===== src/hw/rtl/mi3_pkg.sv =====
// Shared constants, types and index tables for the 3x3 matrix inverse.
package mi3_pkg;

   localparam int DataWidth = 32;
   localparam int FracBits  = 16;
   localparam int StoreDepth = 9;
   localparam int AddrWidth  = 4;

   // controller states, one-hot
   typedef enum logic [10:0] {
      S_LOAD   = 11'b00000000001,
      S_FETCH  = 11'b00000000010,
      S_MSTART = 11'b00000000100,
      S_MUL    = 11'b00000001000,
      S_ACC    = 11'b00000010000,
      S_CHECK  = 11'b00000100000,
      S_DFETCH = 11'b00001000000,
      S_DSTART = 11'b00010000000,
      S_DIV    = 11'b00100000000,
      S_EMIT   = 11'b01000000000,
      S_SEMIT  = 11'b10000000000
   } state_type;

   // command bundle, controller to datapath
   typedef struct packed {
      logic                 mat_we;
      logic [AddrWidth-1:0] mat_waddr;
      logic [AddrWidth-1:0] addr_a;
      logic [AddrWidth-1:0] addr_b;
      logic [AddrWidth-1:0] cof_addr;
      logic                 cof_we;
      logic                 mul_start;
      logic                 mul_det;
      logic                 mul_step;
      logic                 acc_en;
      logic                 acc_odd;
      logic                 acc_det;
      logic                 acc_first;
      logic                 div_start;
      logic                 div_step;
      logic                 emit;
      logic                 emit_sing;
      logic [AddrWidth-1:0] emit_pos;
      logic                 emit_last;
   } cmd_type;

   // status bundle, datapath to controller
   typedef struct packed {
      logic det_zero;
      logic out_busy;
   } status_type;

   // operand indexes of each cofactor: a*b - c*d
   function automatic logic [15:0] adj_row(input logic [AddrWidth-1:0] k);
      logic [15:0] row;
      case (k)
         4'd0:    row = {4'd4, 4'd8, 4'd5, 4'd7};
         4'd1:    row = {4'd2, 4'd7, 4'd1, 4'd8};
         4'd2:    row = {4'd1, 4'd5, 4'd2, 4'd4};
         4'd3:    row = {4'd5, 4'd6, 4'd3, 4'd8};
         4'd4:    row = {4'd0, 4'd8, 4'd2, 4'd6};
         4'd5:    row = {4'd2, 4'd3, 4'd0, 4'd5};
         4'd6:    row = {4'd3, 4'd7, 4'd4, 4'd6};
         4'd7:    row = {4'd1, 4'd6, 4'd0, 4'd7};
         4'd8:    row = {4'd0, 4'd4, 4'd1, 4'd3};
         default: row = '0;
      endcase
      return row;
   endfunction

   // cofactor that pairs with first-row entry j in the determinant
   function automatic logic [AddrWidth-1:0] det_cof(input logic [1:0] j);
      logic [AddrWidth-1:0] a;
      case (j)
         2'd0:    a = 4'd0;
         2'd1:    a = 4'd3;
         2'd2:    a = 4'd6;
         default: a = 4'd0;
      endcase
      return a;
   endfunction

endpackage


===== src/hw/rtl/mi3_ctrl.sv =====
// Sequencer: load, cofactor/determinant products, divisions, result beats.
module mi3_ctrl #(
   parameter int DATA_WIDTH = mi3_pkg::DataWidth
) (
   input  logic                clock,
   input  logic                reset,
   input  logic                req_valid,
   output logic                req_stall,
   input  mi3_pkg::status_type status,
   output mi3_pkg::cmd_type    cmd
);
   import mi3_pkg::*;

   localparam int CntW = $clog2(DATA_WIDTH);
   localparam logic [CntW-1:0] CntLast = CntW'(DATA_WIDTH - 1);
   localparam logic [4:0] OpDet   = 5'd18;
   localparam logic [4:0] OpFinal = 5'd20;

   state_type            state_ff, state_in;
   logic [AddrWidth-1:0] load_ff, load_in;
   logic [4:0]           op_ff, op_in;
   logic [CntW-1:0]      cnt_ff, cnt_in;
   logic [AddrWidth-1:0] idx_ff, idx_in;

   logic [15:0]          row;
   logic [4:0]           jop;
   logic                 is_det;

   always_ff @(posedge clock) begin
      if (reset) begin
         state_ff <= S_LOAD;
         load_ff  <= '0;
         op_ff    <= '0;
         cnt_ff   <= '0;
         idx_ff   <= '0;
      end else begin
         state_ff <= state_in;
         load_ff  <= load_in;
         op_ff    <= op_in;
         cnt_ff   <= cnt_in;
         idx_ff   <= idx_in;
      end
   end

   // operand addresses follow the product index
   assign row    = adj_row(op_ff[4:1]);
   assign jop    = op_ff - OpDet;
   assign is_det = (op_ff >= OpDet);

   always_comb begin
      state_in  = state_ff;
      load_in   = load_ff;
      op_in     = op_ff;
      cnt_in    = cnt_ff;
      idx_in    = idx_ff;
      req_stall = 1'b1;
      cmd       = '0;

      cmd.mat_waddr = load_ff;
      cmd.mul_det   = is_det;
      cmd.acc_odd   = op_ff[0];
      cmd.acc_det   = is_det;
      cmd.acc_first = (op_ff == OpDet);
      cmd.emit_pos  = idx_ff;
      if (is_det) begin
         cmd.addr_a   = {2'b00, jop[1:0]};
         cmd.addr_b   = {2'b00, jop[1:0]};
         cmd.cof_addr = det_cof(jop[1:0]);
      end else begin
         cmd.addr_a   = op_ff[0] ? row[3:0] : row[11:8];
         cmd.addr_b   = op_ff[0] ? row[7:4] : row[15:12];
         cmd.cof_addr = op_ff[4:1];
      end

      case (state_ff)
         S_LOAD: begin
            req_stall  = 1'b0;
            cmd.mat_we = req_valid;
            if (req_valid) begin
               if (load_ff == AddrWidth'(StoreDepth - 1)) begin
                  load_in  = '0;
                  op_in    = '0;
                  state_in = S_FETCH;
               end else begin
                  load_in = load_ff + 1'b1;
               end
            end
         end
         S_FETCH: begin
            state_in = S_MSTART;
         end
         S_MSTART: begin
            cmd.mul_start = 1'b1;
            cnt_in        = '0;
            state_in      = S_MUL;
         end
         S_MUL: begin
            cmd.mul_step = 1'b1;
            cnt_in       = cnt_ff + 1'b1;
            if (cnt_ff == CntLast) begin
               state_in = S_ACC;
            end
         end
         S_ACC: begin
            cmd.acc_en = 1'b1;
            cmd.cof_we = !is_det && op_ff[0];
            op_in      = op_ff + 1'b1;
            state_in   = (op_ff == OpFinal) ? S_CHECK : S_FETCH;
         end
         S_CHECK: begin
            idx_in   = '0;
            state_in = status.det_zero ? S_SEMIT : S_DFETCH;
         end
         S_DFETCH: begin
            cmd.cof_addr = idx_ff;
            state_in     = S_DSTART;
         end
         S_DSTART: begin
            cmd.cof_addr  = idx_ff;
            cmd.div_start = 1'b1;
            cnt_in        = '0;
            state_in      = S_DIV;
         end
         S_DIV: begin
            cmd.div_step = 1'b1;
            cnt_in       = cnt_ff + 1'b1;
            if (cnt_ff == CntLast) begin
               state_in = S_EMIT;
            end
         end
         S_EMIT: begin
            if (!status.out_busy) begin
               cmd.emit      = 1'b1;
               cmd.emit_last = (idx_ff == AddrWidth'(StoreDepth - 1));
               if (cmd.emit_last) begin
                  state_in = S_LOAD;
               end else begin
                  idx_in   = idx_ff + 1'b1;
                  state_in = S_DFETCH;
               end
            end
         end
         S_SEMIT: begin
            cmd.emit_pos = '0;
            if (!status.out_busy) begin
               cmd.emit      = 1'b1;
               cmd.emit_sing = 1'b1;
               cmd.emit_last = 1'b1;
               state_in      = S_LOAD;
            end
         end
         default: begin
            state_in = S_LOAD;
         end
      endcase
   end

endmodule


===== config.mk =====
export PLATFORM = sky130hd
export DESIGN_NAME = mi3_ctrl
export DESIGN_NICKNAME = d
export VERILOG_FILES = /design/src/hw/rtl/mi3_pkg.sv /design/src/hw/rtl/mi3_ctrl.sv
export SDC_FILE = /design/constraint.sdc
export NUM_CORES = 1
export LEC_CHECK = 0
export BUFFER_PORTS_ARGS = -buffer_cell sky130_fd_sc_hd__buf_4
export CAP_MARGIN = 20
export CORE_MARGIN = 5
export CORE_UTILIZATION = 35
export CTS_CLUSTER_DIAMETER = 150
export CTS_CLUSTER_SIZE = 16
export DETAILED_ROUTE_END_ITERATION = 10
export PLACE_DENSITY_LB_ADDON = 0.15
export SYNTH_ARGS = -nofsm -noshare
export SYNTH_HDL_FRONTEND = slang
export SYNTH_SLANG_ARGS = --single-unit

===== constraint.sdc =====
create_clock -name clock -period 3.11 [get_ports clock]
set_input_delay 0.1555 -clock clock [delete_from_list [all_inputs] [get_ports clock]]
set_output_delay 0.1555 -clock clock [all_outputs]
set_load 0.005 [all_outputs]

==> results of run 1 <==
## layout by cell type (no fill, tap or decap), drive strengths merged, types with 3 or more instances in the layout
| cell | synthesis | final |
|---|---|---|
| buf | 10 | 45 |
| dfxtp | 43 | 43 |
| nor2 | 34 | 34 |
| a21oi | 26 | 26 |
| nand2 | 25 | 25 |
| inv | 21 | 21 |
| nor3 | 16 | 16 |
| ha | 13 | 13 |
| mux2i | 12 | 12 |
| o21ai | 12 | 12 |
| nand3 | 10 | 10 |
| and3 | 8 | 8 |
| and2 | 8 | 8 |
| nor2b | 8 | 8 |
| clkbuf | 11 | 6 |
| a22oi | 5 | 5 |
| or3 | 4 | 4 |
| xor2 | 4 | 4 |
| nand4 | 4 | 4 |
| nor3b | 4 | 4 |
| and4b | 3 | 3 |
| and4 | 3 | 3 |
| nor4 | 3 | 3 |
## layer usage
| metal | up-vias | track usage | wire length (um) |
|---|---|---|---|
| li1 | 1149 | - | - |
| met1 | 1092 | 0.210 | 3230 |
| met2 | 46 | 0.216 | 2670 |
| met3 | 9 | 0.0284 | 284 |
| met4 | 0 | 0.0553 | 97 |
| met5 | - | 0 | 0 |
## layout make-up
type / count / area (um2) / area share
clock buffers: 6 / 82.6 / 0.0278
inverters: 22 / 82.6 / 0.0278
flip-flops and latches: 43 / 861 / 0.290
multi-input cells: 230 / 1480 / 0.497
clock inverters: 1 / 5.00 / 0.00169
repair buffers: 45 / 338 / 0.114
well taps: 99 / 124 / 0.0417
## metrics by stage
step	hold WS (ps)	utilization	setup slack [ps]
final	108	0.416	415
after global routing	121	0.416	170
after CTS	99.2	0.416	389
after detailed placement	425	0.404	427
after global placement	416	0.404	564
after floorplan	304	-	706
## worst min-delay path, stage by stage
cell     delay [ps]
buf_4            90
a22oi_1          60
nor2_1           70
## registers in the layout, summed over array words and instances, names as in the netlist
| name | cells |
|---|---|
| row | 14 |
| cnt_ff | 5 |
| state_ff | 11 |
| load_ff | 4 |
| op_ff | 5 |
| idx_ff | 4 |
## worst max path at each step
| stage | startpoint | end | depth (start not counted) | slack [ps] |
|---|---|---|---|---|
| after floorplan | state_ff[6]$_SDFFE_PP0P_ | row[1]$_DFF_P_ | 11 | 710 |
| after global placement | state_ff[4]$_SDFFE_PP0P_ | row[10]$_DFF_P_ | 9 | 560 |
| after detailed placement | state_ff[4]$_SDFFE_PP0P_ | row[1]$_DFF_P_ | 10 | 430 |
| after CTS | state_ff[4]$_SDFFE_PP0P_ | row[1]$_DFF_P_ | 10 | 390 |
| after global routing | state_ff[6]$_SDFFE_PP0P_ | row[1]$_DFF_P_ | 10 | 170 |
| final | state_ff[4]$_SDFFE_PP0P_ | row[1]$_DFF_P_ | 10 | 420 |
## kinds of logic (layout without fill, tap and decap cells)
kind of cell / after synthesis / in the layout / share of synthesized area
fa+ha+maj: 13 / 13 / 0.0643
flops: 43 / 43 / 0.340
simple gates: 141 / 141 / 0.308
xor+xnor: 6 / 6 / 0.0208
compound gates: 57 / 57 / 0.142
buf+inv: 43 / 74 / 0.0762
mux: 12 / 12 / 0.0475
other cells: 1 / 1 / 0.00148
## power by group through the flow
| stage | sequential, mW | combinational (mW) | clock [mW] |
|---|---|---|---|
| 2_1_floorplan | 0.574 | 0.0608 | 0 |
| 3_3_place_gp | 0.578 | 0.0972 | 0 |
| 3_5_place_dp | 0.578 | 0.0966 | 0 |
| 4_1_cts | 0.565 | 0.0972 | 0.373 |
| 5_1_grt | 0.567 | 0.109 | 0.392 |
| 6_report | 0.565 | 0.0965 | 0.355 |
==> impl_metrics.tcl, run 1 <==
set metrics [dict create \
    status "complete, no violations" \
    insertion_delay_ps 290 \
    routed-via-count 2296 \
    track_usage 0.146 \
    die_y_um 95.0 \
    power_density_mw_per_mm2 342 \
    seqPwrFrac 0.556 \
    r2r_end "row[1]$_DFF_P_" \
    critPathTopFamily "simple AND/OR/NAND/NOR gates" \
    ys_seq_area_frac 0.340 \
    slowest_stage "or4_4" \
    tightest_slew_ps 522 \
    r2r_start "state_ff[4]$_SDFFE_PP0P_" \
    ys_types 53 \
    root_buffer "clkbuf_8" \
    num-nets-final 365 \
    power_leakage_nw 1.32 \
    intPower_uw 771 \
    cts_made_buffers 5 \
    io_pins 40 \
    fin_crit_ps 2690 \
    netlist_top_cells_area "dfxtp_1, ha_1, nor2_1" \
    vdd_drop_max_uv 159 \
    cp_num_buf_inv 1 \
    cp_max_fo 6 \
    htree_levels 2 \
    synth_most_common_cell "dfxtp_1" \
    cts.sinks 43 \
    finalCritPeriodShare 0.867 \
    required_ps 3350 \
    drc_errors 0 \
    async_flop_share 0 \
    crit_path_max_incr_delay_ps 580 \
    placed_cell_area_mm2 0.00288 \
    diodes 0 \
    cts_tree "built" \
    gp_congestion 0.830 \
    drt_iter0_drc 122 \
    place_inst 439 \
    avgSynthCellArea_um2 8.01 \
    maxSlewViolCount 0 \
    finalClockSkew_ps 6.83 \
    start_util 0.354 \
    synthCells 316 \
    fin_cells 446 \
    ys_warn_count 0 \
    yosys_most_used_dff "dfxtp_1" \
    portBuffers 38 \
    hold_violations 0 \
    wirelength_um 6280 \
    r2r.worst_path.cells 10 \
    grt_pass1_vias 2137 \
    rrSetupSlack_ps 420 \
    maxCapViolCount 0 \
    clkPwrFrac 0.349 \
    synth_edf_count 0 \
    synth_fp_nets 334 \
    grt_pass1_wl_um 10400 \
    overflow 0 \
    clockBufferDepth 2 \
    core-area_mm2 0.00714 \
    post_drt_wl_per_cell_um 14.1 \
    max_freq_mhz 371 \
    place_hpwl_um 4710 \
    max-slew-margin-rel 0.649 \
    setup-tns-final_ps 0 \
    antenna_found_initial 0 \
    fp.dieW_um 95.0 \
    ant_nets 0 \
    clk_pin_slew_worst_paths_ps 80 \
    crit_path_start_kind "flop" \
    setup_viol 0 \
    ctsHoldBuffers 0 \
    worstPathCellList "or4_4, nor4_4, a21oi_1, a22o_1, and2_1, inv_1, ha_1, nand3_1, nand2_1, o211a_1" \
    hold_path_depth 3 \
    crit_type "flop to flop" \
    synth-seq-cells 43 \
    via_per_inst 5.15 \
    synth_top_area_cell "dfxtp_1" \
    post_cts_resized 0 \
    rows 31 \
    worstHoldStart "status[1]" \
    drive_above_1_share 0.182 \
    n_fill_cell 749 \
    p_sw_frac 0.241 \
    fp.dieArea_mm2 0.00903 \
    cp.arrival_ps 2930 \
    detail_route.first_pass.iterations 4 \
    syn_area_mm2 0.00253 \
    final_cell_area_mm2 0.00297 \
    fin_total_pwr_mw 1.02 \
    power_switching_uw 245 \
    worstSetupEndpointType "flop" \
    rsz0062_at_grt "no" \
    cts_setup_buffers 0 \
    area_growth_pct 17.4 \
    grt_max_degree 30 \
    min_path_type "input port to flop" \
    synth_top_area_frac 0.340 \
    combPwrFrac 0.095 \
    synth_common_cells "dfxtp_1, nor2_1, a21oi_1, nand2_1, inv_1" \
    whs_endpoint "state_ff[10]$_SDFFE_PP0P_" \
]
Power figures use the tool's default switching activity.
==> run 2, diff against run 1 <==
--- a/config.mk
+++ b/config.mk
@@ -5,6 +5,7 @@
 export SDC_FILE = /design/constraint.sdc
 export NUM_CORES = 1
 export LEC_CHECK = 0
+export ABC_AREA = 1
 export BUFFER_PORTS_ARGS = -buffer_cell sky130_fd_sc_hd__buf_4
 export CAP_MARGIN = 20
 export CORE_MARGIN = 5
==> run 2 against run 1 <==
Effect of this change: worst hold slack improved by 43 ps; critical endpoint is now cmd[18]; non-clock buffer count decreased by 7; global-route usage down 0.33 points; sequential cell count is the same.
==> impl_metrics.tcl, run 2 <==
set metrics [dict create \
    post_cts_resized 0 \
    antenna_found_initial 0 \
    fp.dieArea_mm2 0.00934 \
    power_switching_uw 855 \
    pre_cts_slack_ps 767 \
    synth_common_cells "nand2_1, inv_1, nor2_1" \
    num-nets-final 433 \
    layout_common_cells "nand2_1, inv_1, nor2_1" \
    worst_slack_ps 469 \
    vdd_drop_max_uv 344 \
    fin_crit_ps 2640 \
    power_leakage_nw 1.54 \
    avgSynthCellArea_um2 6.89 \
    cp.arrival_ps 2490 \
    area_growth_pct 16.3 \
    ctsHoldBuffers 0 \
    grt_pass1_vias 2342 \
    via_per_inst 4.68 \
    rsz0062_at_grt "no" \
    tightest_slew_ps 647 \
    worstPathCellList "clkinv_1, ha_1, inv_1, a41oi_2, inv_2, nor2_1, a21oi_1, a21oi_1, buf_4" \
    finalClockSkew_ps 8.98 \
    multi_input_area_mm2 0.00146 \
    cp_max_fo 11 \
    n_fill_cell 811 \
    regArea_um2 861 \
    synth_top_area_frac 0.328 \
    power_density_mw_per_mm2 644 \
    gp_congestion 0.838 \
    cts_tree "built" \
    post_drt_wl_per_cell_um 12.6 \
    cts_made_buffers 5 \
    max_freq_mhz 379 \
    clockBufferDepth 2 \
    track_usage 0.143 \
    slowest_stage "dfxtp_1" \
    synth-seq-cells 43 \
    fp.dieW_um 96.6 \
    ys_types 37 \
    clk_pin_slew_worst_paths_ps 90 \
    cts.sinks 43 \
    intPower_mw 1.11 \
    detail_route.first_pass.iterations 4 \
    ys_seq_area_frac 0.328 \
    clkPwrFrac 0.191 \
    grt_pass1_wl_um 11300 \
    yosys_most_used_dff "dfxtp_1" \
    insertion_delay_ps 300 \
    cpMostUsedCell "a21oi_1" \
    synthCells 381 \
    final_common_cell "nand2_1" \
    crit_type "flop to output pin" \
    worstSetupEndpointType "output pin" \
    crit_path_start_kind "flop" \
    min_path_type "input port to flop" \
    drc_errors 0 \
    finalCritPeriodShare 0.849 \
    netlist_top_cells_area "dfxtp_1, nand2_1, inv_1" \
    maxCapViolCount 0 \
    htree_levels 2 \
    required_ps 2950 \
    die_y_um 96.6 \
    synth_fp_nets 399 \
    ys_warn_count 0 \
    max-slew-margin-rel 0.568 \
    drt_iter0_drc 110 \
    status "complete, no violations" \
    rows 31 \
    setup_viol 0 \
    wirelength_um 6490 \
    routed-via-count 2409 \
    p_sw_frac 0.434 \
    synth_edf_count 0 \
    setup-tns-final_ps 0 \
    crit_path_max_incr_delay_ps 520 \
    synth_top_area_cell "dfxtp_1" \
    root_buffer "clkbuf_8" \
    syn_area_mm2 0.00263 \
    cts_setup_buffers 0 \
    diodes 0 \
    core-area_mm2 0.00729 \
    seqPwrFrac 0.352 \
    place_hpwl_um 5110 \
    synth_most_common_cell "nand2_1" \
    io_pins 40 \
    portBuffers 38 \
    ant_nets 0 \
    combPwrFrac 0.458 \
    hold_violations 0 \
    drive_above_1_share 0.204 \
    overflow 0 \
    async_flop_share 0 \
    start_util 0.360 \
    grt_max_degree 16 \
    largest_register_ffs 14 \
    maxSlewViolCount 0 \
]
-- run 2: worst paths after layout --
| check | cells past startpoint | slack [ps] | to | from |
|---|---|---|---|---|
| max | 9 | 470 | cmd[18] | op_ff[0]$_SDFFE_PP0N_ |
| min | 2 | 150 | cnt_ff[2]$_SDFFE_PP0P_ | reset |
| max reg2reg | 8 | 880 | row[13]$_SDFF_PP0_ | op_ff[0]$_SDFFE_PP0N_ |
| min reg2reg | 2 | 480 | cnt_ff[4]$_SDFFE_PP0P_ | cnt_ff[4]$_SDFFE_PP0P_ |
-- run 2: per-layer routing --
metal  vias up  routed length, um  global-route usage
met5         -                  0                   0
met4         0                 72              0.0389
met3         8                305              0.0309
met2        47               2890               0.228
met1      1088               3220               0.195
li1       1266                  -                   -
-- run 2: final cells by class --
class | count | share of cell area
Sequential cell | 43 | 0.282
Multi-Input combinational cell | 266 | 0.478
Tap cell | 99 | 0.0406
Clock inverter | 3 | 0.00819
Clock buffer | 5 | 0.0225
Inverter | 61 | 0.0758
Timing Repair Buffer | 38 | 0.0934
-- run 2: worst max-delay path, delay by kind of cell, from the launching register on --
kind,cells,cell delay (ps)
buffers and inverters,4,790
flip-flops,1,520
AO/OA/AOI/OAI,3,520
adder cells (fa/ha/maj),1,310
AND/OR/NAND/NOR,1,50
-- run 2: cell families (layout without fill, tap and decap cells) --
logic type      count (synthesis)  after routing  synth area share
buf+inv                        72            107             0.117
flops                          43             43             0.328
compound gates                 47             47             0.104
other cells                     1              1           0.00143
simple gates                  200            200             0.371
xor+xnor                        5              5            0.0167
fa+ha+maj                      13             13            0.0619
-- run 2: per-stage QoR --
| stage | cells | utilization | power [mW] | hold WS (ps) | cell area [um2] |
|---|---|---|---|---|---|
| after floorplan | 381 | - | 1.38 | 234 | 2630 |
| after global placement | 507 | 0.406 | 1.60 | 447 | 2960 |
| after detailed placement | 507 | 0.406 | 1.60 | 467 | 2960 |
| after CTS | 515 | 0.419 | 1.99 | 147 | 3050 |
| after global routing | 515 | 0.419 | 2.14 | 150 | 3050 |
| final | 515 | 0.419 | 1.97 | 151 | 3050 |
-- run 2: power by group through the flow --
| stage | Clock, mW | Sequential, mW | Combinational, mW |
|---|---|---|---|
| floorplan | 0 | 0.687 | 0.691 |
| global placement | 0 | 0.706 | 0.892 |
| detailed placement | 0 | 0.705 | 0.899 |
| CTS | 0.390 | 0.692 | 0.907 |
| global route | 0.415 | 0.704 | 1.02 |
| finish | 0.376 | 0.692 | 0.901 |
==> run 3, diff against run 2 <==
==> constraint.sdc (replaced) <==
create_clock -name clock -period 2.6 [get_ports clock]
set_input_delay 0.13 -clock clock [delete_from_list [all_inputs] [get_ports clock]]
set_output_delay 0.13 -clock clock [all_outputs]
set_load 0.005 [all_outputs]
==> run 3 against run 2 <==
Effect of this change: count of clock-buffer cells in the layout did not move; worst setup slack got worse by 130 ps; worst hold slack got worse by 30 ps; via count fell by 1.1%; clock skew fell by 3.4 ps; cell area rose by 0.33%; clock power rose by 15%; critical endpoint unchanged.
==> impl_metrics.tcl, run 3 (synthesis results as in run 2) <==
set metrics [dict create \
    crit_type "flop to output pin" \
    diodes 0 \
    placed_cell_area_mm2 0.00298 \
    fp.dieW_um 96.6 \
    grt_pass1_vias 2249 \
    fin_total_pwr_mw 2.32 \
    fin_crit_ps 2260 \
    post_cts_resized 0 \
    required_ps 2470 \
    cts.sinks 43 \
    core-area_mm2 0.00729 \
    grt_max_degree 15 \
    place_inst 509 \
    gp_congestion 0.850 \
    track_usage 0.139 \
    tightest_slew_ps 560 \
    worstSetupEndpointType "output pin" \
    drc_errors 0 \
    cts_made_buffers 5 \
    slowest_stage "dfxtp_1" \
    finalCritPeriodShare 0.870 \
    htree_levels 2 \
    routed-via-count 2383 \
    place_hpwl_um 5040 \
    num-nets-final 435 \
    clockBufferDepth 2 \
    maxSlewViolCount 0 \
    wirelength_um 6360 \
    setup-tns-final_ps 0 \
    vdd_drop_max_uv 416 \
    max-slew-margin-rel 0.626 \
    root_buffer "clkbuf_8" \
    critPathTopFamily "buffers and inverters" \
    area_growth_pct 16.7 \
    finalClockSkew_ps 5.57 \
    crit_path_start_kind "flop" \
    overflow 0 \
    final_core_util 0.420 \
    rsz0062_at_grt "no" \
    die_y_um 96.6 \
    power_leakage_nw 1.55 \
    min_path_type "input port to flop" \
    cts_tree "built" \
    ant_nets 0 \
    fin_cells 517 \
    fp.dieArea_mm2 0.00934 \
    setup_viol 0 \
    portBuffers 38 \
    hold_violations 0 \
    start_util 0.360 \
    cp_max_fo 11 \
    grt_pass1_wl_um 11000 \
    status "complete, no violations" \
    worstPathCellList "clkinv_1, ha_1, inv_1, a41oi_2, inv_2, nor2_1, a21oi_1, a21oi_1, buf_4" \
    n_fill_cell 797 \
    layout_common_cells "nand2_1, inv_1, nor2_1" \
    cts_setup_buffers 0 \
    final_common_cell "nand2_1" \
    maxCapViolCount 0 \
    io_pins 40 \
    cp.arrival_ps 2130 \
    via_per_inst 4.61 \
    antenna_found_initial 0 \
    power_density_mw_per_mm2 758 \
    multi_input_area_mm2 0.00146 \
    regArea_um2 861 \
    clk_pin_slew_worst_paths_ps 90 \
    insertion_delay_ps 300 \
    ctsHoldBuffers 0 \
    cp_num_buf_inv 4 \
    final_cell_area_mm2 0.00306 \
    rows 31 \
    drt_iter0_drc 102 \
    max_freq_mhz 442 \
    post_drt_wl_per_cell_um 12.3 \
    cpMostUsedCell "a21oi_1" \
    crit_path_max_incr_delay_ps 380 \
    detail_route.first_pass.iterations 4 \
    drive_above_1_share 0.208 \
    largest_register_ffs 14 \
]
[run 3: cell type report]
type / count / share of cell area
clock buffers: 5 / 0.0225
clock inverters: 3 / 0.00653
inverters: 61 / 0.0755
multi-input cells: 266 / 0.476
flip-flops and latches: 43 / 0.281
well taps: 99 / 0.0404
repair buffers: 40 / 0.0980
[run 3: where the power goes]
group	leakage (nW)	internal [mW]	switching, mW
Combinational	1.16	0.381	0.683
Sequential	0.350	0.759	0.0673
Clock	0.0402	0.187	0.245
Total	1.55	1.33	0.996
[run 3: path summary, 6_finish.rpt]
check / startpoint / endpoint / slack, ps / depth (start not counted)
hold reg to reg: cnt_ff[3]$_SDFFE_PP0P_ / cnt_ff[3]$_SDFFE_PP0P_ / 470 / 2
setup reg to reg: load_ff[0]$_SDFFE_PP0P_ / row[13]$_SDFF_PP0_ / 490 / 13
hold / removal: reset / cnt_ff[2]$_SDFFE_PP0P_ / 120 / 2
setup / recovery: op_ff[0]$_SDFFE_PP0N_ / cmd[18] / 340 / 9
[run 3: per-layer routing]
layer | track usage | routed length, um
met5 | 0 | 0
met4 | 0.0324 | 58
met3 | 0.0353 | 258
met1 | 0.193 | 3270
met2 | 0.215 | 2770
[run 3: stage by stage]
stage          hold slack, ps  setup slack, ps
3_3_place_gp              433              495
3_5_place_dp              436              487
4_1_cts                   112              317
6_report                  121              338
5_1_grt                   111              144
2_1_floorplan             208              714
